### config.mk
export PLATFORM = sky130hd
export DESIGN_NAME = htm_fifo
export DESIGN_NICKNAME = d
export VERILOG_FILES = /design/src/htm_pkg.sv /design/src/htm_fifo.sv
export SDC_FILE = /design/constraint.sdc
export NUM_CORES = 1
export LEC_CHECK = 0
export BUFFER_PORTS_ARGS = -buffer_cell sky130_fd_sc_hd__buf_2
export CELL_PAD_IN_SITES_DETAIL_PLACEMENT = 0
export CELL_PAD_IN_SITES_GLOBAL_PLACEMENT = 1
export CORE_ASPECT_RATIO = 1.1
export CORE_UTILIZATION = 51
export DETAILED_ROUTE_END_ITERATION = 16
export MAX_ROUTING_LAYER = met4
export PLACE_DENSITY = 0.84
export SYNTH_ARGS = -nofsm -noshare
export SYNTH_HDL_FRONTEND = slang
export SYNTH_SLANG_ARGS = --single-unit
export TNS_END_PERCENT = 20
### constraint.sdc
create_clock -name clk_i -period 3.7 [get_ports clk_i]
set_clock_uncertainty 0.2 [all_clocks]
set_input_delay 0.74 -clock clk_i [delete_from_list [all_inputs] [get_ports clk_i]]
set_output_delay 0.74 -clock clk_i [all_outputs]
set_load 0.02 [all_outputs]
### src/htm_pkg.sv
// Shared constants and types for the RGBE tone-map pixel pipeline.
`default_nettype none

package htm_pkg;

  localparam int GAMMA_TABLE_BITS_DEF = 10;
  localparam int LINEAR_FRAC_BITS_DEF = 16;

  // RGBE exponent bias: scale is 2^(e - 136)
  localparam int EXPO_BIAS = 136;

  // 0.6 in Q16
  localparam logic [15:0] K_SCALE06 = 16'd39322;
  // filmic curve coefficients in Q16
  localparam logic [17:0] K_A = 18'd164495;
  localparam logic [10:0] K_B = 11'd1966;
  localparam logic [17:0] K_C = 18'd159252;
  localparam logic [15:0] K_D = 16'd38666;
  localparam logic [13:0] K_E = 14'd9175;

  // luma weights, sum is 256
  localparam logic [7:0] W_R = 8'd77;
  localparam logic [7:0] W_G = 8'd150;
  localparam logic [7:0] W_B = 8'd29;

  localparam logic [15:0] ADJ_MAX  = 16'd65280;
  localparam logic [7:0]  CHAN_MAX = 8'd255;

  localparam int CHAN_LAT  = 22;
  localparam int LEVEL_LAT = 28;
  localparam int BACK_LAT  = CHAN_LAT + LEVEL_LAT;

  localparam int FIFO_DEPTH = 4;

  localparam int CFG_IDX_W  = 2;
  localparam int CFG_DATA_W = 24;
  localparam logic [CFG_IDX_W-1:0] REG_EXPOSURE_GAIN = 2'd0;
  localparam logic [CFG_IDX_W-1:0] REG_BLACK_LEVEL   = 2'd1;
  localparam logic [CFG_IDX_W-1:0] REG_WHITE_LEVEL   = 2'd2;

  localparam logic [23:0] EXPOSURE_RESET = 24'd65536;
  localparam logic [7:0]  BLACK_RESET    = 8'd0;
  localparam logic [7:0]  WHITE_RESET    = 8'd255;

  typedef struct packed {
    logic full;
    logic empty;
  } fifo_stat_t;

endpackage

`default_nettype wire

### src/htm_fifo.sv
// Short queue between the decode front end and the tone-map back end.
`default_nettype none

module htm_fifo #(
  parameter int WIDTH = 8,
  parameter int DEPTH = htm_pkg::FIFO_DEPTH
) (
  input  logic                clk_i,
  input  logic                rst_ni,
  input  logic                push_i,
  input  logic [WIDTH-1:0]    wdata_i,
  input  logic                pop_i,
  output logic [WIDTH-1:0]    rdata_o,
  output htm_pkg::fifo_stat_t stat_o
);

  localparam int PtrW = (DEPTH > 1) ? $clog2(DEPTH) : 1;
  localparam int CntW = $clog2(DEPTH + 1);
  localparam logic [PtrW-1:0] PtrLast = PtrW'(DEPTH - 1);

  logic [WIDTH-1:0] mem [DEPTH];
  logic [PtrW-1:0]  wr_ptr_q, rd_ptr_q;
  logic [CntW-1:0]  count_q;

  assign stat_o.full  = (count_q == CntW'(DEPTH));
  assign stat_o.empty = (count_q == '0);
  assign rdata_o      = mem[rd_ptr_q];

  always_ff @(posedge clk_i) begin
    if (push_i) begin
      mem[wr_ptr_q] <= wdata_i;
    end
  end

  always_ff @(posedge clk_i or negedge rst_ni) begin
    if (!rst_ni) begin
      wr_ptr_q <= '0;
      rd_ptr_q <= '0;
      count_q  <= '0;
    end else begin
      if (push_i) begin
        wr_ptr_q <= (wr_ptr_q == PtrLast) ? '0 : wr_ptr_q + 1'b1;
      end
      if (pop_i) begin
        rd_ptr_q <= (rd_ptr_q == PtrLast) ? '0 : rd_ptr_q + 1'b1;
      end
      if (push_i && !pop_i) begin
        count_q <= count_q + 1'b1;
      end else if (!push_i && pop_i) begin
        count_q <= count_q - 1'b1;
      end
    end
  end

endmodule

`default_nettype wire

* Word level (Yosys, flattened, before mapping) *
Memories as Yosys holds them, arrays and structs flattened.
Cells that the tools add are included.

operators by class
  reduce and logical (&&, ||, !) cells = 6
  $add $sub $neg = 4
  muxes and demuxes = 6
  eq/ne operators = 3

operators by type and width
  kind                                                                 number
  3-bit two-way mux                                                    2
  2-bit by 1-bit adder with 2-bit output (second input constant)       2
  2-bit == test (second input constant)                                2
  2-bit two-way mux                                                    2
  3-bit by 1-bit adder with 3-bit output (second input constant)       1
  3-bit == test (second input constant)                                1
  3-bit zero test                                                      1
  3-bit by 1-bit subtractor with 3-bit output (second input constant)  1
  1-bit logical AND                                                    2
  1-bit zero test                                                      2
  1-bit two-way mux                                                    2
  2-bit nonzero test                                                   1

word-level totals
  logic and storage cells = 23
  memories kept = 1
  bits of input ports = 12
  memory bits (writable) = 32
  flip-flop bits (word level) = 7
  output and inout bits = 10

memory list
  name  depth  width  rd ports  clocked after Yosys merged registers in  write ports  line            source
  mem   4      8      1         0                                        1            htm_fifo.sv:21  logic [WIDTH-1:0] mem [DEPTH];

* Depth between registers and ports, before layout *
  depth after elaboration = 4
  mapped depth = 7

* Worst setup path after synthesis *
Ideal clock, no wire load.

  kind = register to output
  start = reg rd_ptr_q[0]
  end = out rdata_o[0]
  slack = 1.682 ns
  arrival = 1.078 ns
  data required time = 2.760 ns
  cell stages (with the launch flop) = 3
  path through = dfrtp_1 buf_6 mux4_2

on the way
  cells in the longest elaborated chain, start to end = 1

RTL lines
  what                    line            source
  from (decl)             htm_fifo.sv:22  logic [PtrW-1:0] wr_ptr_q, rd_ptr_q;
  from (signal assigned)  htm_fifo.sv:45  rd_ptr_q <= (rd_ptr_q == PtrLast) ? '0 : rd_ptr_q + 1'b1;
  memory read 4 x 8 bit   n/a
  to (decl)               htm_fifo.sv:13  output logic [WIDTH-1:0] rdata_o,

Every way passes these cells.

* Worst setup path after layout *
  start = reg rd_ptr_q[0]
  end = out rdata_o[2]

The elaborated chain is that of the path after synthesis.

==> results.ini <==
[global_route]
grt-ovfl-total=0
grt_pass1_vias=744
grt_first_pass_wirelength_um=3570
grt_usage_pct=17.8
grt_max_degree=12
antenna_found_initial=0

[cts]
cts_buffers=5
clockBufferDepth=2
ctsResizeCount=0
clock_latency_ps=340
root_buffer=clkbuf_4
cts-htree-levels=2
cts_tree=built
path_clk_slew_ps=110
clkSinkCount=39
postCtsHoldBufs=0
cts_setup_buffers=0

[route]
num_vias=741
drt-initial-drc-count=14
drt-total-wl_um=2230
drc=0
ant_nets=0
via_per_inst=5.33
wire_per_inst_um=16.0
drt_pass1_iterations=4

[sta]
setup_viol=0
finalCriticalPeriod_ps=2750
holdWs_ps=13.9
finalMaxSlewViolations=0
tns_ps=0
fmax_ghz=0.364
worstMarginPinSlew_ps=576
period_share_pct=74.3
slew_headroom_pct=61.6
rsz0062_at_grt=no
hold_viol=0

[yosys]
ys_seq_area_share_pct=72.4
yosys.cell_types.count=18
syn_avg_cell_area_sq_um=19.9
ys_warn_count=0
synth_area_sq_um=1570
synth_top_area_share_pct=61.2
syn-num-nets=98
synth-seq-cells=39
synth_area_leaders=edfxtp_1 (61%), mux4_2 (11%), dfrtp_1 (11%)
synthCells=79
synth_area_leader_cell=edfxtp_1

[critical_path]
cp.arrival_ps=1810
r2r_cells=3
critical_path_required_ps=2760
worstSetupPathType=flop to output pin
crit_slowest_cell=dfrtp_1
cp-end-kind=output pin
startpoint_type=flop
max_stage_delay_ps=720
path_max_fanout=11
path_cells=mux4_2, buf_2

[placed_design]
portBuffers=21
dp_hpwl_um=1530
gp_congestion=0.662

[power_and_ir_drop]
p_leak_uw=0.000662
power_per_cell_area_nw_per_um2=724
peakVddDrop_uv=404

[job]
cap_violations=0

[floorplanning]
core_area_sq_um=2850
die_area_sq_um=3310
core.rowCount=20
num_io_pins=22
start_util_pct=55.0
die_y_um=60.2
die_w_um=54.9

[layout]
layout-drive-gt1-share_pct=35.8
syn2layout_area_growth_pct=11.5
nets=124
antennaDiodeCount=0

[worst_hold_path]
hp-class=input port to asynchronous set/reset pin

[outcome]
outcome=finished, final reports clean

[report_power, final]
part | internal, uW | switching [uW] | leakage (uW)
registers | 577 | 89.6 | 0.000377
logic | 197 | 203 | 0.000256
clock network | 74.1 | 127 | 0.0000293
[metal layers]
layer  vias to the layer above  share of wire, %  wire, um  global-route usage [%]
met5                         -                 0         0                       -
met4                         0               2.8        63                    10.7
met3                         6               5.0       111                    7.63
met2                        18                47      1040                    24.4
met1                       366                45      1010                    21.4
li1                        351                 -         -                       -
[cell usage after synthesis]
cell / n
edfxtp_1: 32
buf_2: 1
dfrtp_1: 7
mux4_2: 8
xor2_1: 2
xnor2_1: 1
fa_1: 1
nor3_1: 1
nor2_1: 2
buf_6: 1
and2_1: 4
ha_1: 6
mux2_2: 3
o21ai_0: 2
inv_1: 5
nand3_1: 1
nor3b_1: 1
nand2_1: 1
[placed cells by master, fill, tap and decap left out, drive strengths merged, types with 3 or more instances in the layout]
cell,n
mux4,8
ha,6
clkbuf,7
and2,4
edfxtp,32
buf,21
mux2,3
dfrtp,7
inv,5
[critical path: cells and delay by family (launching register included)]
| kind | cells | cell delay (ps) |
|---|---|---|
| flops | 1 | 720 |
| mux | 1 | 580 |
| buf+inv | 1 | 170 |
[flip-flops by register name (all words and copies together) (netlist names)]
register and flops:
mem 32, count_q 3, wr_ptr_q 2, rd_ptr_q 2
[final timing paths]
| kind | startpoint | to | slack (ps) |
|---|---|---|---|
| worst min-delay path | rst_ni | wr_ptr_q[0] | 10 |
| worst max register to register | wr_ptr_q[0] | mem[2][0] | 2070 |
| max in group asynchronous | rst_ni | rd_ptr_q[1] | 3120 |
| worst min register to register | count_q[2] | count_q[2] | 310 |
| worst max-delay path | rd_ptr_q[0] | rdata_o[2] | 950 |
| min in group clk_i | count_q[2] | count_q[2] | 310 |
[kinds of logic (layout without fill, tap and decap cells)]
| kind of cell | after synthesis | in the layout | synth area share, % |
|---|---|---|---|
| compound gates | 2 | 2 | 0.637 |
| xor+xnor | 3 | 3 | 1.67 |
| fa+ha+maj | 7 | 7 | 6.06 |
| buf+inv | 7 | 34 | 2.23 |
| flops | 39 | 39 | 72.4 |
| mux | 11 | 11 | 13.6 |
| simple gates | 10 | 10 | 3.43 |
[per-stage QoR]
stage / std cells / util (%) / setup WS [ps] / area (sq um) / total power, uW
3_3_place_gp: 131 / 59.6 / 1300 / 1700 / 1070
6_report: 139 / 61.4 / 950 / 1750 / 1270
4_1_cts: 139 / 61.4 / 892 / 1750 / 1290
3_5_place_dp: 131 / 59.6 / 1280 / 1700 / 1090
2_1_floorplan: 79 / - / 1680 / 1570 / 974
5_1_grt: 139 / 61.4 / 794 / 1750 / 1350
[cell type report]
| type | instances | area (sq um) |
|---|---|---|
| Sequential cell | 39 | 1140 |
| Fill cell | 225 | 1100 |
| Multi-Input combinational cell | 33 | 399 |
| Timing Repair Buffer | 21 | 105 |
| Clock buffer | 7 | 45.0 |
| Tap cell | 33 | 41.3 |
| Inverter | 5 | 18.8 |
| Clock inverter | 1 | 5.00 |
No activity file was read; power rests on OpenSTA's default activity.
