===== src/htm_pkg.sv =====
// Shared constants and types for the RGBE tone-map pixel pipeline.
`default_nettype none

package htm_pkg;

  localparam int GAMMA_TABLE_BITS_DEF = 10;
  localparam int LINEAR_FRAC_BITS_DEF = 16;

  // RGBE exponent bias: scale is 2^(e - 136)
  localparam int EXPO_BIAS = 136;

  // 0.6 in Q16
  localparam logic [15:0] K_SCALE06 = 16'd39322;
  // filmic curve coefficients in Q16
  localparam logic [17:0] K_A = 18'd164495;
  localparam logic [10:0] K_B = 11'd1966;
  localparam logic [17:0] K_C = 18'd159252;
  localparam logic [15:0] K_D = 16'd38666;
  localparam logic [13:0] K_E = 14'd9175;

  // luma weights, sum is 256
  localparam logic [7:0] W_R = 8'd77;
  localparam logic [7:0] W_G = 8'd150;
  localparam logic [7:0] W_B = 8'd29;

  localparam logic [15:0] ADJ_MAX  = 16'd65280;
  localparam logic [7:0]  CHAN_MAX = 8'd255;

  localparam int CHAN_LAT  = 22;
  localparam int LEVEL_LAT = 28;
  localparam int BACK_LAT  = CHAN_LAT + LEVEL_LAT;

  localparam int FIFO_DEPTH = 4;

  localparam int CFG_IDX_W  = 2;
  localparam int CFG_DATA_W = 24;
  localparam logic [CFG_IDX_W-1:0] REG_EXPOSURE_GAIN = 2'd0;
  localparam logic [CFG_IDX_W-1:0] REG_BLACK_LEVEL   = 2'd1;
  localparam logic [CFG_IDX_W-1:0] REG_WHITE_LEVEL   = 2'd2;

  localparam logic [23:0] EXPOSURE_RESET = 24'd65536;
  localparam logic [7:0]  BLACK_RESET    = 8'd0;
  localparam logic [7:0]  WHITE_RESET    = 8'd255;

  typedef struct packed {
    logic full;
    logic empty;
  } fifo_stat_t;

endpackage

`default_nettype wire


===== src/htm_level.sv =====
// Luma, black/white level stretch and per-channel rescale, pipelined divides.
`default_nettype none

module htm_level (
  input  logic            clk_i,
  input  logic            adv_i,
  input  logic [2:0][7:0] chan_i,
  input  logic [7:0]      black_i,
  input  logic [7:0]      white_i,
  output logic [2:0][7:0] chan_o,
  output logic [7:0]      ibin_o,
  output logic [7:0]      abin_o
);

  localparam int ASteps = 16;
  localparam int CSteps = 8;

  logic        ok;
  logic [7:0]  span;
  logic [15:0] lo;
  assign ok   = (white_i > black_i);
  assign span = white_i - black_i;
  assign lo   = {black_i, 8'h00};

  // luma in Q8.8
  logic [15:0]     luma0_q;
  logic [2:0][7:0] c0_q;
  always_ff @(posedge clk_i) begin
    if (adv_i) begin
      luma0_q <= 16'(chan_i[0] * htm_pkg::W_R) + 16'(chan_i[1] * htm_pkg::W_G)
               + 16'(chan_i[2] * htm_pkg::W_B);
      c0_q    <= chan_i;
    end
  end

  // adj = (luma - lo) * 255 / span, 16 quotient bits, overflow flagged up front
  logic [7:0]      ar_q   [ASteps+1];
  logic [15:0]     anum_q [ASteps+1];
  logic [15:0]     aq_q   [ASteps+1];
  logic            asat_q [ASteps+1];
  logic [15:0]     al_q   [ASteps+1];
  logic [2:0][7:0] ac_q   [ASteps+1];

  logic [15:0] diff;
  logic [23:0] num;
  always_comb begin
    diff = (luma0_q > lo) ? luma0_q - lo : '0;
    num  = {diff, 8'h00} - {8'h00, diff};
  end
  always_ff @(posedge clk_i) begin
    if (adv_i) begin
      ar_q[0]   <= num[23:16];
      anum_q[0] <= num[15:0];
      aq_q[0]   <= '0;
      asat_q[0] <= (num[23:16] >= span);
      al_q[0]   <= luma0_q;
      ac_q[0]   <= c0_q;
    end
  end

  for (genvar k = 1; k <= ASteps; k++) begin : g_adiv
    logic [8:0] rin;
    logic       ge;
    logic [8:0] rsub;
    assign rin  = {ar_q[k-1], anum_q[k-1][ASteps-k]};
    assign ge   = (rin >= {1'b0, span});
    assign rsub = rin - {1'b0, span};
    always_ff @(posedge clk_i) begin
      if (adv_i) begin
        ar_q[k]   <= ge ? rsub[7:0] : rin[7:0];
        anum_q[k] <= anum_q[k-1];
        aq_q[k]   <= {aq_q[k-1][14:0], ge};
        asat_q[k] <= asat_q[k-1];
        al_q[k]   <= al_q[k-1];
        ac_q[k]   <= ac_q[k-1];
      end
    end
  end

  // clamp adj, start channel rescale c * adj / luma
  logic [15:0] adj;
  always_comb begin
    if (!ok) begin
      adj = '0;
    end else if (asat_q[ASteps] || aq_q[ASteps] > htm_pkg::ADJ_MAX) begin
      adj = htm_pkg::ADJ_MAX;
    end else begin
      adj = aq_q[ASteps];
    end
  end

  logic [2:0][15:0] cr_q   [CSteps+1];
  logic [2:0][7:0]  cnlo_q [CSteps+1];
  logic [2:0][7:0]  cq_q   [CSteps+1];
  logic [2:0]       csat_q [CSteps+1];
  logic [15:0]      cadj_q [CSteps+1];
  logic [15:0]      cl_q   [CSteps+1];

  for (genvar ch = 0; ch < 3; ch++) begin : g_cnum
    logic [23:0] cn;
    assign cn = 24'(ac_q[ASteps][ch]) * 24'(adj);
    always_ff @(posedge clk_i) begin
      if (adv_i) begin
        cr_q[0][ch]   <= cn[23:8];
        cnlo_q[0][ch] <= cn[7:0];
        cq_q[0][ch]   <= '0;
        csat_q[0][ch] <= (cn[23:8] >= al_q[ASteps]);
      end
    end
  end
  always_ff @(posedge clk_i) begin
    if (adv_i) begin
      cadj_q[0] <= adj;
      cl_q[0]   <= al_q[ASteps];
    end
  end

  for (genvar k = 1; k <= CSteps; k++) begin : g_cdiv
    for (genvar ch = 0; ch < 3; ch++) begin : g_ch
      logic [16:0] rin;
      logic        ge;
      logic [16:0] rsub;
      assign rin  = {cr_q[k-1][ch], cnlo_q[k-1][ch][CSteps-k]};
      assign ge   = (rin >= {1'b0, cl_q[k-1]});
      assign rsub = rin - {1'b0, cl_q[k-1]};
      always_ff @(posedge clk_i) begin
        if (adv_i) begin
          cr_q[k][ch]   <= ge ? rsub[15:0] : rin[15:0];
          cnlo_q[k][ch] <= cnlo_q[k-1][ch];
          cq_q[k][ch]   <= {cq_q[k-1][ch][6:0], ge};
          csat_q[k][ch] <= csat_q[k-1][ch];
        end
      end
    end
    always_ff @(posedge clk_i) begin
      if (adv_i) begin
        cadj_q[k] <= cadj_q[k-1];
        cl_q[k]   <= cl_q[k-1];
      end
    end
  end

  // output register
  for (genvar ch = 0; ch < 3; ch++) begin : g_out
    always_ff @(posedge clk_i) begin
      if (adv_i) begin
        if (!ok || cl_q[CSteps] == '0) begin
          chan_o[ch] <= '0;
        end else if (csat_q[CSteps][ch]) begin
          chan_o[ch] <= htm_pkg::CHAN_MAX;
        end else begin
          chan_o[ch] <= cq_q[CSteps][ch];
        end
      end
    end
  end
  always_ff @(posedge clk_i) begin
    if (adv_i) begin
      ibin_o <= cl_q[CSteps][15:8];
      abin_o <= cadj_q[CSteps][15:8];
    end
  end

endmodule

`default_nettype wire


===== config.mk =====
export PLATFORM = sky130hd
export DESIGN_NAME = htm_level
export DESIGN_NICKNAME = d
export VERILOG_FILES = /design/src/htm_pkg.sv /design/src/htm_level.sv
export SDC_FILE = /design/constraint.sdc
export NUM_CORES = 2
export LEC_CHECK = 0
export BUFFER_PORTS_ARGS = -buffer_cell sky130_fd_sc_hd__buf_4
export CAP_MARGIN = 25
export CORE_UTILIZATION = 40
export DETAILED_ROUTE_END_ITERATION = 8
export GPL_ROUTABILITY_DRIVEN = 1
export PLACE_DENSITY_LB_ADDON = 0.3
export SKIP_CTS_REPAIR_TIMING = 1
export SYNTH_ARGS = -nofsm -noshare
export SYNTH_HDL_FRONTEND = slang
export SYNTH_SLANG_ARGS = --single-unit

===== constraint.sdc =====
create_clock -name clk_i -period 10.6 [get_ports clk_i]
set_input_delay 1.59 -clock clk_i [delete_from_list [all_inputs] [get_ports clk_i]]
set_output_delay 1.59 -clock clk_i [all_outputs]
set_load 0.005 [all_outputs]

### Yosys cells after proc, flatten, opt, wreduce, memory -nomap -nowiden

Memory sizes are Yosys's and may differ from the RTL's. A register that Yosys moved wholly into a read port is not among the register bits.
Index checks and enable logic that the tools add are counted.
Widths: inputs -> output; s select.

| storage, ports and cells | value |
|---|---|
| register bits after elaboration | 72 |
| memory bits (writable) | 2556 |
| output and inout port bits | 40 |
| logic and storage cells | 170 |
| memories kept | 12 |

Memories:

| name | words | bits a word | read ports | clocked after Yosys merged registers in | write ports | line | RTL |
|---|---|---|---|---|---|---|---|
| cr_q | 9 | 48 | 8 | 0 | 9 | htm_level.sv:92 | `logic [2:0][15:0] cr_q [CSteps+1];` |
| ac_q | 17 | 24 | 17 | 0 | 17 | htm_level.sv:42 | `logic [2:0][7:0] ac_q [ASteps+1];` |
| al_q | 17 | 16 | 17 | 0 | 17 | htm_level.sv:41 | `logic [15:0] al_q [ASteps+1];` |
| anum_q | 17 | 16 | 16 | 0 | 17 | htm_level.sv:38 | `logic [15:0] anum_q [ASteps+1];` |
| aq_q | 17 | 16 | 17 | 0 | 17 | htm_level.sv:39 | `logic [15:0] aq_q [ASteps+1];` |
| cnlo_q | 9 | 24 | 8 | 0 | 9 | htm_level.sv:93 | `logic [2:0][7:0] cnlo_q [CSteps+1];` |
| +6 memories | - | - | - | - | - | - |  |

| operators by class | value |
|---|---|
| add/subtract/negate cells | 45 |
| multiply operators | 6 |
| magnitude comparators | 47 |
| multiplexer cells | 48 |
| reduce and logical (&&, ||, !) cells | 4 |

Operator list:

| operator | number |
|---|---|
| $mux 16 | 27 |
| $ge 17x16->1 | 24 |
| $sub 16x16->16 | 25 |
| $mux 8 | 19 |
| $ge 9x8->1 | 16 |
| $sub 8x8->8 | 17 |
| $mul 8x16->24 | 3 |
| $ge 16x16->1 | 3 |
| $mul 8x7->15 const B | 2 |
| $sub 24x16->24 | 1 |
| $add 15x16->16 | 1 |
| $add 16x13->16 | 1 |
| $gt 16x16->1 | 1 |
| $gt 16x16->1 const B | 1 |
| $logic_not 16->1 | 1 |
| $mul 8x5->13 const B | 1 |
| $ge 8x8->1 | 1 |
| $gt 8x8->1 | 1 |
| $logic_or 1x1->1 | 2 |
| $mux 1 | 2 |
| $logic_not 1->1 | 1 |

### Logic depth before layout (Yosys ltp)

An unclocked memory read counts as a cell.

| depth | value |
|---|---|
| depth after elaboration | 7 |
| mapped depth | 37 |
| mapped depth without buffers | 35 |

### Worst setup path before layout

OpenSTA, ideal clock, no wires.

| path | value |
|---|---|
| path type | in2reg |
| start | input port white_i[0] |
| end | memory csat_q[0][0] (data pin) |
| setup time | 0.266 ns |
| data arrival time | 8.861 ns |
| data required time | 10.334 ns |
| setup slack | 1.474 ns |
| stages | 33 |
| cell sequence | inv_1 > ha_1 > inv_1 > fa_1 > a21o_1 > a21oi_1 > o21bai_1 > a21oi_1 > o21bai_1 > o2bb2ai_1 > clkbuf_1 > clkbuf_1 > and3_1 > fa_1 > fa_1 > fa_1 > inv_1 > fa_1 > inv_1 > ha_1 > or3_1 > or4_1 > o21a_1 > a221oi_4 > o221ai_2 > a2111oi_2 > nor3_1 > xor2_1 > ha_1 > a21o_1 > a21o_1 > a21oi_1 > o21ai_0 |

RTL lines:

| element | line | RTL |
|---|---|---|
| start: declaration | htm_level.sv:9 | `input logic [7:0] white_i,` |
| end: declaration | htm_level.sv:95 | `logic [2:0] csat_q [CSteps+1];` |

==> summary.md <==
| Metric | Value |
|---|---|
| Via count | `slightly above 60000` |
| RSZ-0062 raised after global routing | `no` |
| Worst-Skew Late Latency | `0.87 ns` |
| Psw | `between 10 and 15 mW` |
| Syn avg cell area | `13.4 um^2` |
| Critical path capture point type | `register` |
| DRC errors left | `0` |
| Hold path depth | `0` |
| 1st-iter DRT viols | `approximately 4200` |
| Seq cells post-synth | `slightly above 2000` |
| Buf+Inv Stages, Crit Path | `11` |
| Final ANT Viol Nets | `0` |
| Minimum clock period | `around 9 ns` |
| Crit path launch type | `input pin` |
| Post-Route Setup TNS | `0 ns` |
| Top-area cell type share of the netlist area | `0.577` |
| Clock Sinks | `between 2000 and 2500` |
| Die height | `515 um` |
| Share of cells above drive strength 1 | `0.103` |
| Most area-hungry cell type in the Yosys netlist | `edfxtp_1` |
| Internal power | `22.1 mW` |
| Maximum vdd drop | `0.000737 V` |
| DRT Pass-1 Iters | `6` |
| Skew final | `0.0611 ns` |
| CTS tree | `yes` |
| Num CTS Buffers | `between 200 and 250` |
| Post-detailed-route wirelength per cell | `20.1 um` |
| Slew @ Worst Pin | `about 1.2 ns` |
| Netlist cell types | `between 70 and 80` |
| Comb pwr share | `0.415` |
| Sw Share | `0.358` |
| Fmax | `108 MHz` |
| Crit path top cell by count | `buf_4` |
| Seq pwr share | `0.361` |
| Routability cong. | `0.929` |
| Setup violators final | `0` |
| H-tree levels | `4` |
| Total gr overflow | `0` |
| Final wirelength | `237000 um` |
| Core area | `0.260 mm^2` |
| GR Util met1 | `0.229` |
| Async S/R FF share, synth | `0` |
| Top post-synthesis cells by area | `edfxtp_1 (58%), ha_1 (9.7%), fa_1 (6.6%)` |
| Synth Warn # | `0` |
| Antenna violations before repair | `2` |
| Hold/Removal Path Class | `register to register` |
| CP peak stage delay | `0.52 ns` |
| Slowest library cell on the worst path | `fa_1` |
| Num ports | `82` |
| First-pass GRT wire length | `361000 um` |
| Port bufs | `~80` |
| Static Leak | `roughly 47 nW` |
| Final period util | `0.874` |
| Tot GR Track Use | `0.178` |
| Worst path depth | `37` |
| Fin. Hold Viols | `0` |
| CP top delay family | `compound AO/OA/AOI/OAI gates` |
| Synthesized cell area | `around 0.11 mm^2` |
| Crit path kind | `input pin to register` |
| Crit-path max FO | `33` |
| Width of the die | `a little over 500 um` |
| Max-slew violation count | `0` |
| Top Usage Layer GRT | `met2` |
| Net Count, Synth | `approximately 9000` |
| DIE AREA | `0.265 mm^2` |
| Slew headroom | `0.207` |
| Num rows | `187` |
| Register area share after synthesis | `0.577` |
| Final nets | `between 9000 and 10000` |
| Area growth syn-to-layout | `12.4%` |
| Power per cell area | `roughly 290 mW/mm^2` |
| Clk Tree Root Cell | `clkbuf_16` |
| Largest net degree at the start of global routing | `~180` |
| Synth Flop Type | `edfxtp_1` |
| Clock transition at path regs | `0.06 ns` |
| Global Route met3 Usage | `0.0242` |
| GR Util met2 | `0.305` |
| Total power | `34.4 mW` |
| Required @ worst endpoint | `between 10 and 15 ns` |
| Vias per std cell | `5.21` |
| Synth Instances | `7832` |
| Worst EP arrival | `about 9.9 ns` |
| Post-synth EDFFs | `roughly 2000` |
| Vias in the first global route | `~60000` |
| Cells on worst reg2reg path | `29` |
| Initial core utilization | `0.404` |
| Detail Placement HPWL | `around 180000 um` |
| Status | `finished, final reports clean` |
| CTS max path bufs | `3` |
| Clk pwr share | `0.223` |
| Max cap viols | `0` |
-- registers in the layout (all words and copies together) (netlist names) --
register / cells
abin_o: 8
ac_q: 408
al_q: 272
anum_q: 136
aq_q: 136
ar_q: 128
asat_q: 17
c0_q: 24
cadj_q: 72
chan_o: 24
cl_q: 144
cnlo_q: 108
cq_q: 108
cr_q: 384
csat_q: 27
ibin_o: 8
luma0_q: 16
-- path summary, 6_finish.rpt --
| path | from | slack [ns] | endpoint |
|---|---|---|---|
| setup / recovery | white_i[0] | 1.33 | csat_q[0][1] |
| hold reg to reg | cnlo_q[2][18] | 0.38 | cnlo_q[3][18] |
| hold / removal | cnlo_q[2][18] | 0.38 | cnlo_q[3][18] |
| setup reg to reg | aq_q[0][256] | 2.17 | csat_q[0][1] |
-- cells by family (layout without fill, tap and decap cells) --
logic type	after synthesis	after routing	synth area share
xor gates and xnor gates	375	375	0.0312
muxes	319	319	0.0338
DFF	2020	2020	0.577
buffers and inverters	905	1344	0.0327
and+or+nand+nor	1702	1702	0.0812
AOI/OAI and AO/OA	1353	1353	0.0816
adders and majority gates	1158	1158	0.163
other	0	3	0
-- synth_stat cells (64+ instances only) --
library cell	count
a21oi_1	367
ha_1	812
nand2_1	367
xor2_1	130
and3_1	172
a211oi_1	64
and2_1	166
o21ai_0	336
clkbuf_1	103
xnor2_1	245
o21a_1	97
nor2_1	441
nand3_1	77
mux2_2	284
inv_1	774
a21o_1	131
nand4_1	92
nor3_1	90
nor2b_1	82
edfxtp_1	2020
fa_1	346
-- power groups by stage --
| stage | sequential, mW | combinational [mW] | clock [mW] |
|---|---|---|---|
| 2_1_floorplan | 11.9 | 10.5 | 0 |
| 3_3_place_gp | 12.6 | 14.0 | 0 |
| 3_5_place_dp | 12.6 | 14.2 | 0 |
| 4_1_cts | 12.5 | 14.3 | 7.89 |
| 5_1_grt | 12.6 | 15.9 | 8.18 |
| 6_report | 12.4 | 14.3 | 7.69 |
-- layer usage --
metal / part of all wire / up-vias
met2: 0.49 / 1325
met4: 0.038 / 2
met1: 0.43 / 30349
met3: 0.041 / 399
li1: - / 29235
met5: 0.000038 / -
-- worst reg2reg max path: cells and delay by family (launching register included) --
kind | cells | cell delay (ns)
AOI/OAI and AO/OA | 10 | 2.92
adders and majority gates | 6 | 2.56
and+or+nand+nor | 6 | 1.34
buffers and inverters | 6 | 0.78
DFF | 1 | 0.39
xor gates and xnor gates | 1 | 0.16
-- cells in the final DEF, fill, tap and decap left out, types with 56 or more instances in the layout --
master and instances:
edfxtp_1 2020, and3_1 172, inv_1 774, nand2_1 367
nand3_1 76, xor2_1 129, and2_1 166, nor2b_1 82
ha_1 812, xnor2_1 240, a211oi_1 64, a21oi_1 366
o21ai_0 336, o21a_1 97, nand4_1 92, nor2_1 441
nor3_1 82, clkbuf_16 210, fa_1 346, nand2b_1 56
buf_4 163, a21o_1 131, mux2_2 284
-- stage by stage --
stage	cells	hold WS, ns	util	setup WS, ns	cell area (um^2)
2_1_floorplan	7832	0.400	-	1.47	105000
3_3_place_gp	11369	0.400	0.425	0.603	111000
3_5_place_dp	11373	0.405	0.425	0.567	111000
4_1_cts	11761	0.373	0.453	1.49	118000
5_1_grt	11769	0.381	0.454	0.880	118000
6_report	11770	0.381	0.454	1.33	118000
-- layout make-up --
cell class / instances / area [um^2]
antenna: 3 / 7.51
clock buffer: 250 / 5410
clock inverter: 138 / 1930
fill: 23113 / 142000
inverter: 774 / 2910
multi-input combinational: 4907 / 41200
sequential: 2020 / 60700
tap: 3496 / 4370
timing repair buffer: 182 / 1660
(Power assumes the default switching activity.)
