File: config.mk
export PLATFORM = sky130hd
export DESIGN_NAME = htm_front_flat
export DESIGN_NICKNAME = d
export VERILOG_FILES = /design/src/htm_pkg.sv /design/src/htm_if.sv /design/src/htm_front.sv /design/src/flat_wrapper.sv
export SDC_FILE = /design/constraint.sdc
export NUM_CORES = 1
export LEC_CHECK = 0
export BUFFER_PORTS_ARGS = -buffer_cell sky130_fd_sc_hd__buf_2
export CAP_MARGIN = 25
export CORE_MARGIN = 2
export CORE_UTILIZATION = 27
export DETAILED_ROUTE_END_ITERATION = 10
export GPL_ROUTABILITY_DRIVEN = 0
export SLEW_MARGIN = 0
export SYNTH_ARGS = -nofsm -noshare
export SYNTH_HDL_FRONTEND = slang
export SYNTH_SLANG_ARGS = --single-unit
File: constraint.sdc
create_clock -name vclk -period 5.1
set_input_delay 0.765 -clock vclk [all_inputs]
set_output_delay 0.765 -clock vclk [all_outputs]
set_load 0.01 [all_outputs]
File: src/htm_pkg.sv
// Shared constants and types for the RGBE tone-map pixel pipeline.
`default_nettype none

package htm_pkg;

  localparam int GAMMA_TABLE_BITS_DEF = 10;
  localparam int LINEAR_FRAC_BITS_DEF = 16;

  // RGBE exponent bias: scale is 2^(e - 136)
  localparam int EXPO_BIAS = 136;

  // 0.6 in Q16
  localparam logic [15:0] K_SCALE06 = 16'd39322;
  // filmic curve coefficients in Q16
  localparam logic [17:0] K_A = 18'd164495;
  localparam logic [10:0] K_B = 11'd1966;
  localparam logic [17:0] K_C = 18'd159252;
  localparam logic [15:0] K_D = 16'd38666;
  localparam logic [13:0] K_E = 14'd9175;

  // luma weights, sum is 256
  localparam logic [7:0] W_R = 8'd77;
  localparam logic [7:0] W_G = 8'd150;
  localparam logic [7:0] W_B = 8'd29;

  localparam logic [15:0] ADJ_MAX  = 16'd65280;
  localparam logic [7:0]  CHAN_MAX = 8'd255;

  localparam int CHAN_LAT  = 22;
  localparam int LEVEL_LAT = 28;
  localparam int BACK_LAT  = CHAN_LAT + LEVEL_LAT;

  localparam int FIFO_DEPTH = 4;

  localparam int CFG_IDX_W  = 2;
  localparam int CFG_DATA_W = 24;
  localparam logic [CFG_IDX_W-1:0] REG_EXPOSURE_GAIN = 2'd0;
  localparam logic [CFG_IDX_W-1:0] REG_BLACK_LEVEL   = 2'd1;
  localparam logic [CFG_IDX_W-1:0] REG_WHITE_LEVEL   = 2'd2;

  localparam logic [23:0] EXPOSURE_RESET = 24'd65536;
  localparam logic [7:0]  BLACK_RESET    = 8'd0;
  localparam logic [7:0]  WHITE_RESET    = 8'd255;

  typedef struct packed {
    logic full;
    logic empty;
  } fifo_stat_t;

endpackage

`default_nettype wire

File: src/htm_if.sv
// Channel interfaces: RGBE pixel in, tone-mapped pixel out, register writes.
`default_nettype none

interface htm_pix_in_if;
  logic       valid;
  logic       ready;
  logic [7:0] mantissa_red;
  logic [7:0] mantissa_green;
  logic [7:0] mantissa_blue;
  logic [7:0] shared_exponent;
  logic       last_pixel;

  modport source (output valid, mantissa_red, mantissa_green, mantissa_blue,
                  shared_exponent, last_pixel, input ready);
  modport sink   (input valid, mantissa_red, mantissa_green, mantissa_blue,
                  shared_exponent, last_pixel, output ready);
endinterface


`default_nettype wire

File: src/htm_front.sv
// Front end: accepts RGBE pixels and decodes each mantissa to linear fixed point.
`default_nettype none

module htm_front #(
  parameter int LINEAR_FRAC_BITS = htm_pkg::LINEAR_FRAC_BITS_DEF
) (
  htm_pix_in_if.sink                         pix_i,
  input  htm_pkg::fifo_stat_t                stat_i,
  output logic                               push_o,
  output logic [3*(16+LINEAR_FRAC_BITS):0]   entry_o
);

  localparam int LinW  = 16 + LINEAR_FRAC_BITS;
  localparam int WideW = LinW + 8;

  // mant * 2^(expo-136+F), saturating high, truncating low
  function automatic logic [LinW-1:0] decode(logic [7:0] mant, logic [7:0] expo);
    logic [8:0]       ebias;
    logic [8:0]       sh;
    logic [WideW-1:0] wide;
    logic [LinW-1:0]  res;
    ebias = 9'(expo) + 9'(LINEAR_FRAC_BITS);
    res   = '0;
    wide  = '0;
    if (ebias >= 9'(htm_pkg::EXPO_BIAS)) begin
      sh = ebias - 9'(htm_pkg::EXPO_BIAS);
      if (mant == 8'd0) begin
        res = '0;
      end else if (sh >= 9'(LinW)) begin
        res = '1;
      end else begin
        wide = WideW'(mant) << sh;
        res  = (wide[WideW-1:LinW] != '0) ? '1 : wide[LinW-1:0];
      end
    end else begin
      sh = 9'(htm_pkg::EXPO_BIAS) - ebias;
      if (sh < 9'd8) begin
        res = LinW'(mant >> sh);
      end
    end
    return res;
  endfunction

  assign pix_i.ready = !stat_i.full;
  assign push_o      = pix_i.valid && !stat_i.full;

  assign entry_o = {pix_i.last_pixel,
                    decode(pix_i.mantissa_blue,  pix_i.shared_exponent),
                    decode(pix_i.mantissa_green, pix_i.shared_exponent),
                    decode(pix_i.mantissa_red,   pix_i.shared_exponent)};

endmodule

`default_nettype wire

File: src/flat_wrapper.sv
// flat-port wrapper written by rule: the top's interface ports become plain ports
module htm_front_flat 
#(
  parameter int LINEAR_FRAC_BITS = htm_pkg::LINEAR_FRAC_BITS_DEF
)
  (stat_i, push_o, entry_o, pix_i_valid, pix_i_mantissa_red, pix_i_mantissa_green, pix_i_mantissa_blue, pix_i_shared_exponent, pix_i_last_pixel, pix_i_ready);
  htm_pix_in_if pix_i_i ();
  input  htm_pkg::fifo_stat_t stat_i;
  output logic push_o;
  output logic [3*(16+LINEAR_FRAC_BITS):0] entry_o;
  input wire logic [$bits(pix_i_i.valid)-1:0] pix_i_valid;
  input wire logic [$bits(pix_i_i.mantissa_red)-1:0] pix_i_mantissa_red;
  input wire logic [$bits(pix_i_i.mantissa_green)-1:0] pix_i_mantissa_green;
  input wire logic [$bits(pix_i_i.mantissa_blue)-1:0] pix_i_mantissa_blue;
  input wire logic [$bits(pix_i_i.shared_exponent)-1:0] pix_i_shared_exponent;
  input wire logic [$bits(pix_i_i.last_pixel)-1:0] pix_i_last_pixel;
  output wire logic [$bits(pix_i_i.ready)-1:0] pix_i_ready;
  assign pix_i_i.valid = pix_i_valid;
  assign pix_i_i.mantissa_red = pix_i_mantissa_red;
  assign pix_i_i.mantissa_green = pix_i_mantissa_green;
  assign pix_i_i.mantissa_blue = pix_i_mantissa_blue;
  assign pix_i_i.shared_exponent = pix_i_shared_exponent;
  assign pix_i_i.last_pixel = pix_i_last_pixel;
  assign pix_i_ready = pix_i_i.ready;
  htm_front #(.LINEAR_FRAC_BITS(LINEAR_FRAC_BITS)) u_core (.pix_i(pix_i_i), .stat_i(stat_i), .push_o(push_o), .entry_o(entry_o));
endmodule
Yosys cells after proc, flatten, opt, wreduce, memory -nomap -nowiden
Index checks and enable logic that the tools add are counted.
{"block": "totals", "input_bits": 36, "wordCells": 35, "out_inout_bits": 99, "ff_bits": 0}
{"block": "classes", "muxes": 15, "addsub": 3, "order_cmp": 3, "n_reduce_logical": 8, "n_shift": 6}
{"op": "two-way mux 32 bit", "count": 15}
{"op": "<< shifter 8 x 9 -> 40 bit", "count": 3}
{"op": ">> shifter 8 x 9 -> 32 bit", "count": 3}
{"op": "zero test 8 bit", "count": 3}
{"op": "nonzero test 8 bit", "count": 3}
{"op": "adder 8 x 5 -> 9 bit (second input constant)", "count": 1}
{"op": "greater-or-equal comparator 9 x 6 -> 1 bit (second input constant)", "count": 1}
{"op": "greater-or-equal comparator 9 x 8 -> 1 bit (second input constant)", "count": 1}
{"op": "less-than comparator 9 x 4 -> 1 bit (second input constant)", "count": 1}
{"op": "subtractor 8 x 9 -> 9 bit (first input constant)", "count": 1}
{"op": "subtractor 9 x 8 -> 9 bit (second input constant)", "count": 1}
{"op": "logical AND 1 bit", "count": 1}
{"op": "zero test 1 bit", "count": 1}

Depth between registers and ports, before layout
Gate-level depths: netlist of run 1.
{"block": "depth", "word_depth": 8, "ltp_mapped": 13, "ltp_nobuf": 8}

Worst setup path before layout of run 1
OpenSTA, ideal clock, no wires.
{"block": "synth_timing", "kind": "input-to-output", "from": "input pix_i_shared_exponent[3]", "to": "output entry_o[19]", "t_required_ns": 4.335, "n_path_buf": 3, "cell_stages": 11, "path_slack_ns": 1.267, "t_arrival_ns": 3.068, "cell_sequence": "buf_4 -> inv_1 -> clkbuf_1 -> ha_1 -> nand2b_2 -> nand3_2 -> o2111ai_4 -> and2_4 -> buf_6 -> or4_1 -> a31oi_1"}
{"block": "synth_between", "elab_chain_cells": 8, "elab_cells_between_ends": 14, "cone_classes": "3 x add/sub; 3 x order compare; 2 x shift; 5 x mux; 1 x reduce/logical"}
{"element": "start, declared", "line": "flat_wrapper.sv:15", "rtl": "input wire logic [$bits(pix_i_i.shared_exponent)-1:0] pix_i_shared_exponent;"}
{"element": "adder 8 x 5 -> 9 bit (*)", "line": "htm_front.sv:22", "rtl": "ebias = 9'(expo) + 9'(LINEAR_FRAC_BITS);"}
{"element": "subtractor 9 x 8 -> 9 bit", "line": "htm_front.sv:26", "rtl": "sh = ebias - 9'(htm_pkg::EXPO_BIAS);"}
{"element": "<< shifter 8 x 9 -> 40 bit", "line": "htm_front.sv:32", "rtl": "wide = WideW'(mant) << sh;"}
{"element": "nonzero test 8 bit", "line": "htm_front.sv:33", "rtl": "res = (wide[WideW-1:LinW] != '0) ? '1 : wide[LinW-1:0];"}
{"element": "two-way mux 32 bit", "line": "htm_front.sv:33"}
{"element": "two-way mux 32 bit", "line": "htm_front.sv:29", "rtl": "end else if (sh >= 9'(LinW)) begin"}
{"element": "two-way mux 32 bit", "line": "htm_front.sv:27", "rtl": "if (mant == 8'd0) begin"}
{"element": "two-way mux 32 bit (*)", "line": "htm_front.sv:25", "rtl": "if (ebias >= 9'(htm_pkg::EXPO_BIAS)) begin"}
{"element": "end, declared", "line": "flat_wrapper.sv:10", "rtl": "output logic [3*(16+LINEAR_FRAC_BITS):0] entry_o;"}
Mark *: on every way between the ends. The rest lies on a longest branch, timed or not.

Worst setup path in the final report of run 1
{"block": "layout_timing", "from": "input pix_i_shared_exponent[3]", "to": "output entry_o[82]"}
Same word-level chain as after synthesis.

==> flow_summary.ini, run 1 <==
[placement]
port_buffers = 132
hpwl_um = 14200
dpl_worst_slack_ns = 0.787

[power_and_ir_drop]
p_int_w = 0.000229
switching_share_pct = 64.7
switchingPower_w = 0.000421
power_frac_comb_pct = 100.0
p_per_area_nw_per_um2 = 133
p_leak_nw = 1.89
peakVddDrop_uv = 65.0
power.share.sequential_pct = 0
p_clk_share_pct = 0

[drt]
vias = 5809
viasPerCell = 6.13
ant_nets = 0
first_pass_iters = 6
drc = 0
wire_per_inst_um = 19.9
postRouteWirelength_um = 18900
drtIter0Drc = 842

[run]
cap_violations = 0

[yosys]
synth_top_area_share_pct = 10.5
ys_seq_area_share_pct = 0
synth.avg_cell_area_sq_um = 6.43
synth_fp_nets = 701
ys_types = 78
synthesis.instances = 660
yosys.area.top_type = a21oi_1
synthesis.area_sq_um = 4240
synth.area.top_cells = a21oi_1 (10%), mux2i_1 (8.7%), nand3_1 (6.8%), nand2_1 (6.5%), mux4_2 (6.4%)
yosysWarnings = 0

[setup_path]
critical_path.endpoint_type = output port
worstSetupPathType = in -> out
worstPathArrival_ns = 3.67
crit_fanout = 13
start_kind = input port
required_ns = 4.34

[floorplan]
die_area_sq_um = 16700
die_w_um = 129
io-pin-count = 135
rows = 45
core-area_sq_um = 15300
die_h_um = 129
start_util_pct = 27.8

[clock_network]
cts_hold_buf = 0
cts_resized = 0
postCtsSetupRepairBufs = 0

[sta]
rsz0062_at_grt = no
fin_crit_ns = 4.43
final-hold-violation-count = 0
slew_viol_final = 0
setup_slack_ns = 0.665
finalSetupTns_ns = 0
fin_crit_sh_pct = 87.0
slew_headroom_pct = 31.3
setup_viol = 0
max_freq_mhz = 225
worstMarginPinSlew_ns = 1.02

[worst_hold_path]
hold_start = pix_i_last_pixel
hp-class = in -> out
whs_endpoint = entry_o[96]
hold_depth = 0

[global_route]
grt_pass1_vias = 5172
gr-usage-all-layers_pct = 21.1
antenna_found_initial = 0
grt-ovfl-total = 0
grt_pass1_wl_um = 28600
grt_max_degree = 55

[layout]
nets = 779
area_growth_pct = 15.5
final_layout_size_suffix_gt1_share_pct = 27.9
final_cell_mix = buf_2 (132), a21oi_1 (89), nand2_1 (73)
clockBufferCount = 0
final_common_cell = buf_2
seq_cell_count = 0
num_antenna_cells = 0
seqCellArea_sq_um = 0

[outcome]
status = finished clean
## cell usage after synthesis (3+ instances only)
library cell	count
and2_1	5
nand2b_1	9
buf_1	3
o31a_1	3
inv_2	3
nor4_1	6
mux4_2	12
nor2_1	38
a211oi_1	8
o2bb2ai_1	4
o22ai_1	6
nand3_1	58
inv_1	12
nand2_1	73
o211ai_1	14
and3_1	3
a32oi_1	3
nand4_1	15
clkbuf_1	33
a211oi_2	3
a21oi_1	89
xnor2_1	5
or4_1	5
mux2i_1	37
ha_1	5
xor2_1	3
o221ai_1	12
a31o_2	4
buf_6	9
o21ai_0	43
buf_2	18
nor2b_1	3
nor3_1	12
buf_4	10
mux2_2	10
a31oi_1	16
or3_1	10
## routing by layer
metal	track usage (%)	vias up	part of all wire, %
li1	-	2679	-
met1	28.9	2736	40
met2	37.2	361	49
met3	1.24	33	8.4
met4	3.71	0	2.0
met5	0	-	0
## final cells by class
cell class / instances / area (sq um)
fillers: 1718 / 10400
multi-input cells: 570 / 3760
repair buffers: 151 / 816
well taps: 211 / 264
inverters: 15 / 56.3
## critical path, cell delays in order
cell and delay (ns):
buf_2 0.10, inv_1 0.04, buf_4 0.19, ha_1 0.51, buf_4 0.24, inv_1 0.06, nor2_1 0.35, nand2_1 0.23
a21oi_1 0.61, nand2_1 0.12, a31oi_1 0.27, buf_2 0.18
## cells by family after synthesis
| group | count (synthesis) | share of synthesized area, % |
|---|---|---|
| mux | 61 | 18.4 |
| compound gates | 243 | 37.3 |
| simple gates | 253 | 29.9 |
| xor+xnor | 8 | 1.65 |
| fa+ha+maj | 5 | 1.47 |
| buf+inv | 90 | 11.3 |
## worst max path at each step
stage | to | slack [ns] | start | cells after the start
after floorplan | entry_o[19] | 1.27 | pix_i_shared_exponent[3] | 11
after global placement | entry_o[6] | 0.79 | pix_i_shared_exponent[4] | 9
after detailed placement | entry_o[6] | 0.79 | pix_i_shared_exponent[4] | 9
after CTS | entry_o[6] | 0.78 | pix_i_shared_exponent[4] | 9
after global routing | entry_o[69] | 0.49 | pix_i_shared_exponent[4] | 9
final | entry_o[82] | 0.67 | pix_i_shared_exponent[3] | 12
## through the flow
step                      std cells  power (W)  utilization [%]  hold WS (ns)  instance area, sq um
final                           947   0.000650             32.1          1.53                  4900
after global routing            947   0.000701             32.1          1.53                  4900
after CTS                       947   0.000640             32.1          1.53                  4900
after detailed placement        947   0.000637             32.1          1.53                  4900
after global placement          947   0.000634             32.1          1.53                  4900
after floorplan                 660   0.000429                -          1.57                  4240
## power by group through the flow
| stage | sequential (W) | combinational [W] | clock [W] |
|---|---|---|---|
| floorplan | 0 | 0.000429 | 0 |
| global placement | 0 | 0.000634 | 0 |
| detailed placement | 0 | 0.000637 | 0 |
| CTS | 0 | 0.000640 | 0 |
| global route | 0 | 0.000701 | 0 |
| finish | 0 | 0.000650 | 0 |
No activity file was read; power rests on OpenSTA's default activity.
==> inputs of run 2 (changes only) <==
- REMOVE_ABC_BUFFERS: not set -> 1
==> run 2 against run 1 <==
Compared with the run above: clock-buffer cell count is the same; setup slack gained 0.14 ns; wire length shrank 2.4%; first-iteration DRC count shrank 26%; non-clock buffer count grew 1; critical path depth shrank 2; sequential cell count is the same; cell count grew 0.11%; utilization is essentially flat; power shrank 0.59%; critical endpoint is now entry_o[6]; highest routed layer unchanged.
==> flow_summary.ini, run 2 (same netlist as run 1, synthesis figures left out) <==
[floorplan]
die_h_um = 129
io-pin-count = 135
core-area_sq_um = 15300
rows = 45
start_util_pct = 27.8
die_w_um = 129
die_area_sq_um = 16700

[layout]
seq_cell_count = 0
area_growth_pct = 15.4
final_layout_size_suffix_gt1_share_pct = 28.0
final_cell_mix = buf_2 (132), a21oi_1 (89), nand2_1 (73)
seqCellArea_sq_um = 0
num_antenna_cells = 0
clockBufferCount = 0
nets = 780
nFillCells = 1705
final_common_cell = buf_2

[setup_path]
crit_fanout = 12
critical_path.endpoint_type = output port
start_kind = input port
worstSetupPathType = in -> out
required_ns = 4.34
worstPathArrival_ns = 3.53

[global_route]
grt_pass1_vias = 4864
grt-ovfl-total = 0
grt_pass1_wl_um = 27800
antenna_found_initial = 0
gr-usage-all-layers_pct = 20.5
grt_max_degree = 53

[drt]
vias = 5587
viasPerCell = 5.89
ant_nets = 0
drc = 0
wire_per_inst_um = 19.4
drtIter0Drc = 624
first_pass_iters = 5
postRouteWirelength_um = 18400

[sta]
slew_viol_final = 0
setup_viol = 0
fin_crit_ns = 4.29
slew_headroom_pct = 38.1
fin_crit_sh_pct = 84.1
finalSetupTns_ns = 0
max_freq_mhz = 233
final-hold-violation-count = 0
rsz0062_at_grt = no
worstMarginPinSlew_ns = 0.926

[clock_network]
postCtsSetupRepairBufs = 0
cts_hold_buf = 0
cts_resized = 0

[power_and_ir_drop]
p_per_area_nw_per_um2 = 132
p_leak_nw = 1.89
finalPower_w = 0.000647
peakVddDrop_uv = 37.8

[placement]
port_buffers = 132
hpwl_um = 14000

[worst_hold_path]
hp-class = in -> out

[run]
cap_violations = 0

[outcome]
status = finished clean
==> run 2: changes by cell type in the layout (fill, tap and decap cells not counted) <==
cell,before,now
buf_12,1,0
buf_4,18,20
==> run 2: routing by layer <==
layer,part of all wire [%],GRT usage (%),up-vias
li1,-,-,2674
met1,44,30.6,2571
met2,45,31.6,316
met3,9.4,2.06,26
met4,1.8,4.60,0
met5,0,0,-
==> run 2: path summary, 6_finish.rpt <==
| check | startpoint | end | slack (ns) | cells past startpoint |
|---|---|---|---|---|
| setup / recovery | pix_i_shared_exponent[4] | entry_o[6] | 0.81 | 10 |
| hold / removal | pix_i_last_pixel | entry_o[96] | 1.53 | 0 |
==> run 2: where the power goes <==
part           total (W)  internal [W]  switching (W)
Sequential             0             0              0
Clock                  0             0              0
Combinational   0.000647      0.000229       0.000418
Total           0.000647      0.000229       0.000418
==> run 2: area by class of cell <==
class | count | area [sq um] | area share, %
tap | 211 | 264 | 5.39
inverter | 15 | 56.3 | 1.15
multi-input combinational | 570 | 3760 | 76.9
timing repair buffer | 152 | 811 | 16.6
==> run 2: worst max-delay path: stages <==
cell and delay, ns:
buf_2 0.17, ha_1 0.42, nand2b_2 0.26, a21oi_1 0.18, a31o_2 0.28, and4_1 0.22
buf_4 0.16, nand2_1 0.28, o32ai_1 0.55, buf_2 0.22
==> run 2: stage by stage <==
stage	util (%)	cell area (sq um)	cells	hold slack (ns)	worst slack [ns]
2_1_floorplan	-	3820	585	1.53	1.20
3_3_place_gp	32.1	4900	948	1.53	0.872
3_5_place_dp	32.1	4900	948	1.53	0.903
4_1_cts	32.1	4900	948	1.53	0.887
5_1_grt	32.1	4900	948	1.53	0.666
6_report	32.1	4900	948	1.53	0.810
==> inputs of run 3 (changes only) <==
- ABC_AREA: not set -> 1
- clock period: 5.1 -> 4.15 ns (I/O delays scaled with it)
==> run 3 against run 2 <==
Compared with the run above: die area is 16% higher; hold slack got worse by 0.28 ns; sequential cell count unchanged; design area grew 18%; setup slack lost 0.54 ns; first-iteration DRC count grew 7.9%; wire length rose by 3.7%; sequential share of layout area unchanged; global-route usage is 2.0 points lower; combinational power is 40% higher; synthesized area increased by 17%; power grew 40%; critical endpoint is now entry_o[3]; largest power group unchanged.
==> flow_summary.ini, run 3 <==
[yosys]
ys_seq_area_share_pct = 0
yosysWarnings = 0
synth.area.top_cells = nand2_1 (30%), nand3_1 (17%), nand4_1 (10%), inv_1 (9.4%), o21ai_0 (4.3%)
synth.avg_cell_area_sq_um = 4.68
synthesis.area_sq_um = 4940
synth_common_cells = nand2_1 (392), nand3_1 (165), inv_1 (124)
synth_top_area_share_pct = 29.8
yosys.area.top_type = nand2_1
synth_most_common_cell = nand2_1
ys_types = 39
synthesis.instances = 1056

[setup_path]
slowest_stage = nor2_1
cp_slowest_stage_delay_ns = 0.65
required_ns = 3.53
path_cells = buf_2 > clkinv_1 > ha_1 > inv_1 > nor2_1 > nor2_1 > inv_1 > o311ai_0 > o211ai_1 > nand2_1 > buf_2
worstPathArrival_ns = 3.25
crit_fanout = 13
worstSetupPathType = in -> out
critical_path.endpoint_type = output port
start_kind = input port

[sta]
whs_ns = 1.25
slew_viol_final = 0
setup_viol = 0
fin_crit_ns = 3.88
fin_crit_sh_pct = 93.4
setup_slack_ns = 0.275
slew_headroom_pct = 46.3
finalSetupTns_ns = 0
worstMarginPinSlew_ns = 0.803
final-hold-violation-count = 0
max_freq_mhz = 258

[placement]
port_buffers = 132
dp.cells = 1358
hpwl_um = 14100
dpl_worst_slack_ns = 0.228

[layout]
fin_util_pct = 32.0
nets = 1172
area_growth_pct = 16.4
final_cell_mix = nand2_1 (392), nand3_1 (163), buf_2 (132)
final_common_cell = nand2_1
final_layout_size_suffix_gt1_share_pct = 18.2
seqCellArea_sq_um = 0
clockBufferCount = 0
seq_cell_count = 0
num_antenna_cells = 0
instances_no_fill = 1358

[floorplan]
die_area_sq_um = 19400
die_h_um = 139
rows = 49
die_w_um = 139
core-area_sq_um = 18000
start_util_pct = 27.5
io-pin-count = 135

[global_route]
use_met2_pct = 29.8
busiest_layer = met2
met1_usage_pct = 26.8
grt_pass1_wl_um = 30800
antenna_found_initial = 0
grt_max_degree = 65
grt-ovfl-total = 0
gr-usage-all-layers_pct = 18.5
met3_usage_pct = 1.72
grt_pass1_vias = 6267

[worst_hold_path]
hp-class = in -> out

[drt]
ant_nets = 0
first_pass_iters = 7
drtIter0Drc = 673
vias = 7051
viasPerCell = 5.19
postRouteWirelength_um = 19100
drc = 0
wire_per_inst_um = 14.1

[run]
cap_violations = 0

[power_and_ir_drop]
peakVddDrop_uv = 99.8
p_leak_nw = 3.10
p_per_area_nw_per_um2 = 157

[outcome]
status = finished clean

[clock_network]
postCtsSetupRepairBufs = 0
==> run 3: cell count changes after synthesis, sizes merged, moves of 13 or more <==
cell / change
nand2: +330
nand4: +64
a31oi: -14
o221ai: -13
nor2: +13
inv: +112
nand3: +110
a21oi: -62
mux2i: -39
==> run 3: final cells by class <==
class                      instances  area [sq um]
inverter                         130           488
tap                              229           287
timing repair buffer             163           931
fill                            2129         12200
multi-input combinational        836          4050
==> run 3: what timing repair did <==
action / in CTS / in global routing
gates resized for setup: 0 / 8
setup endpoints to repair: 0 / 36
endpoints found under the hold margin: 0 / 0
hold buffers: 0 / 0
==> run 3: worst paths after layout <==
| check | depth (start not counted) | slack, ns | endpoint | startpoint |
|---|---|---|---|---|
| max | 11 | 0.27 | entry_o[3] | pix_i_shared_exponent[0] |
| min | 0 | 1.25 | entry_o[96] | pix_i_last_pixel |
==> run 3: through the flow <==
| step | total power, W | area [sq um] |
|---|---|---|
| global placement | 0.000886 | 5720 |
| floorplan | 0.000550 | 4470 |
| CTS | 0.000895 | 5720 |
| finish | 0.000905 | 5760 |
| global route | 0.00101 | 5760 |
| detailed placement | 0.000893 | 5720 |
==> run 3: cells by family (layout without fill, tap and decap cells) <==
kind of cell    count (synthesis)  in the layout  share of synthesized area [%]
simple gates                  726            726                           66.9
buf+inv                       220            293                           19.4
compound gates                101            101                           11.7
fa+ha+maj                       5              5                           1.27
xor+xnor                        4              4                          0.709
==> run 3: where the power goes <==
part	leakage (nW)	internal (W)	switching [W]
Sequential	0	0	0
Clock	0	0	0
Combinational	3.10	0.000289	0.000616
==> run 3: per-layer routing <==
metal | vias to the layer above | part of all wire, %
met5 | - | 0
met4 | 0 | 1.5
met3 | 27 | 8.3
met2 | 304 | 45
met1 | 3115 | 46
li1 | 3605 | -
==> run 3: worst max-delay path: cells and delay by family <==
family	cells	cell delay (ns)
buf+inv	5	1.01
simple gates	3	0.85
compound gates	2	0.42
fa+ha+maj	1	0.33
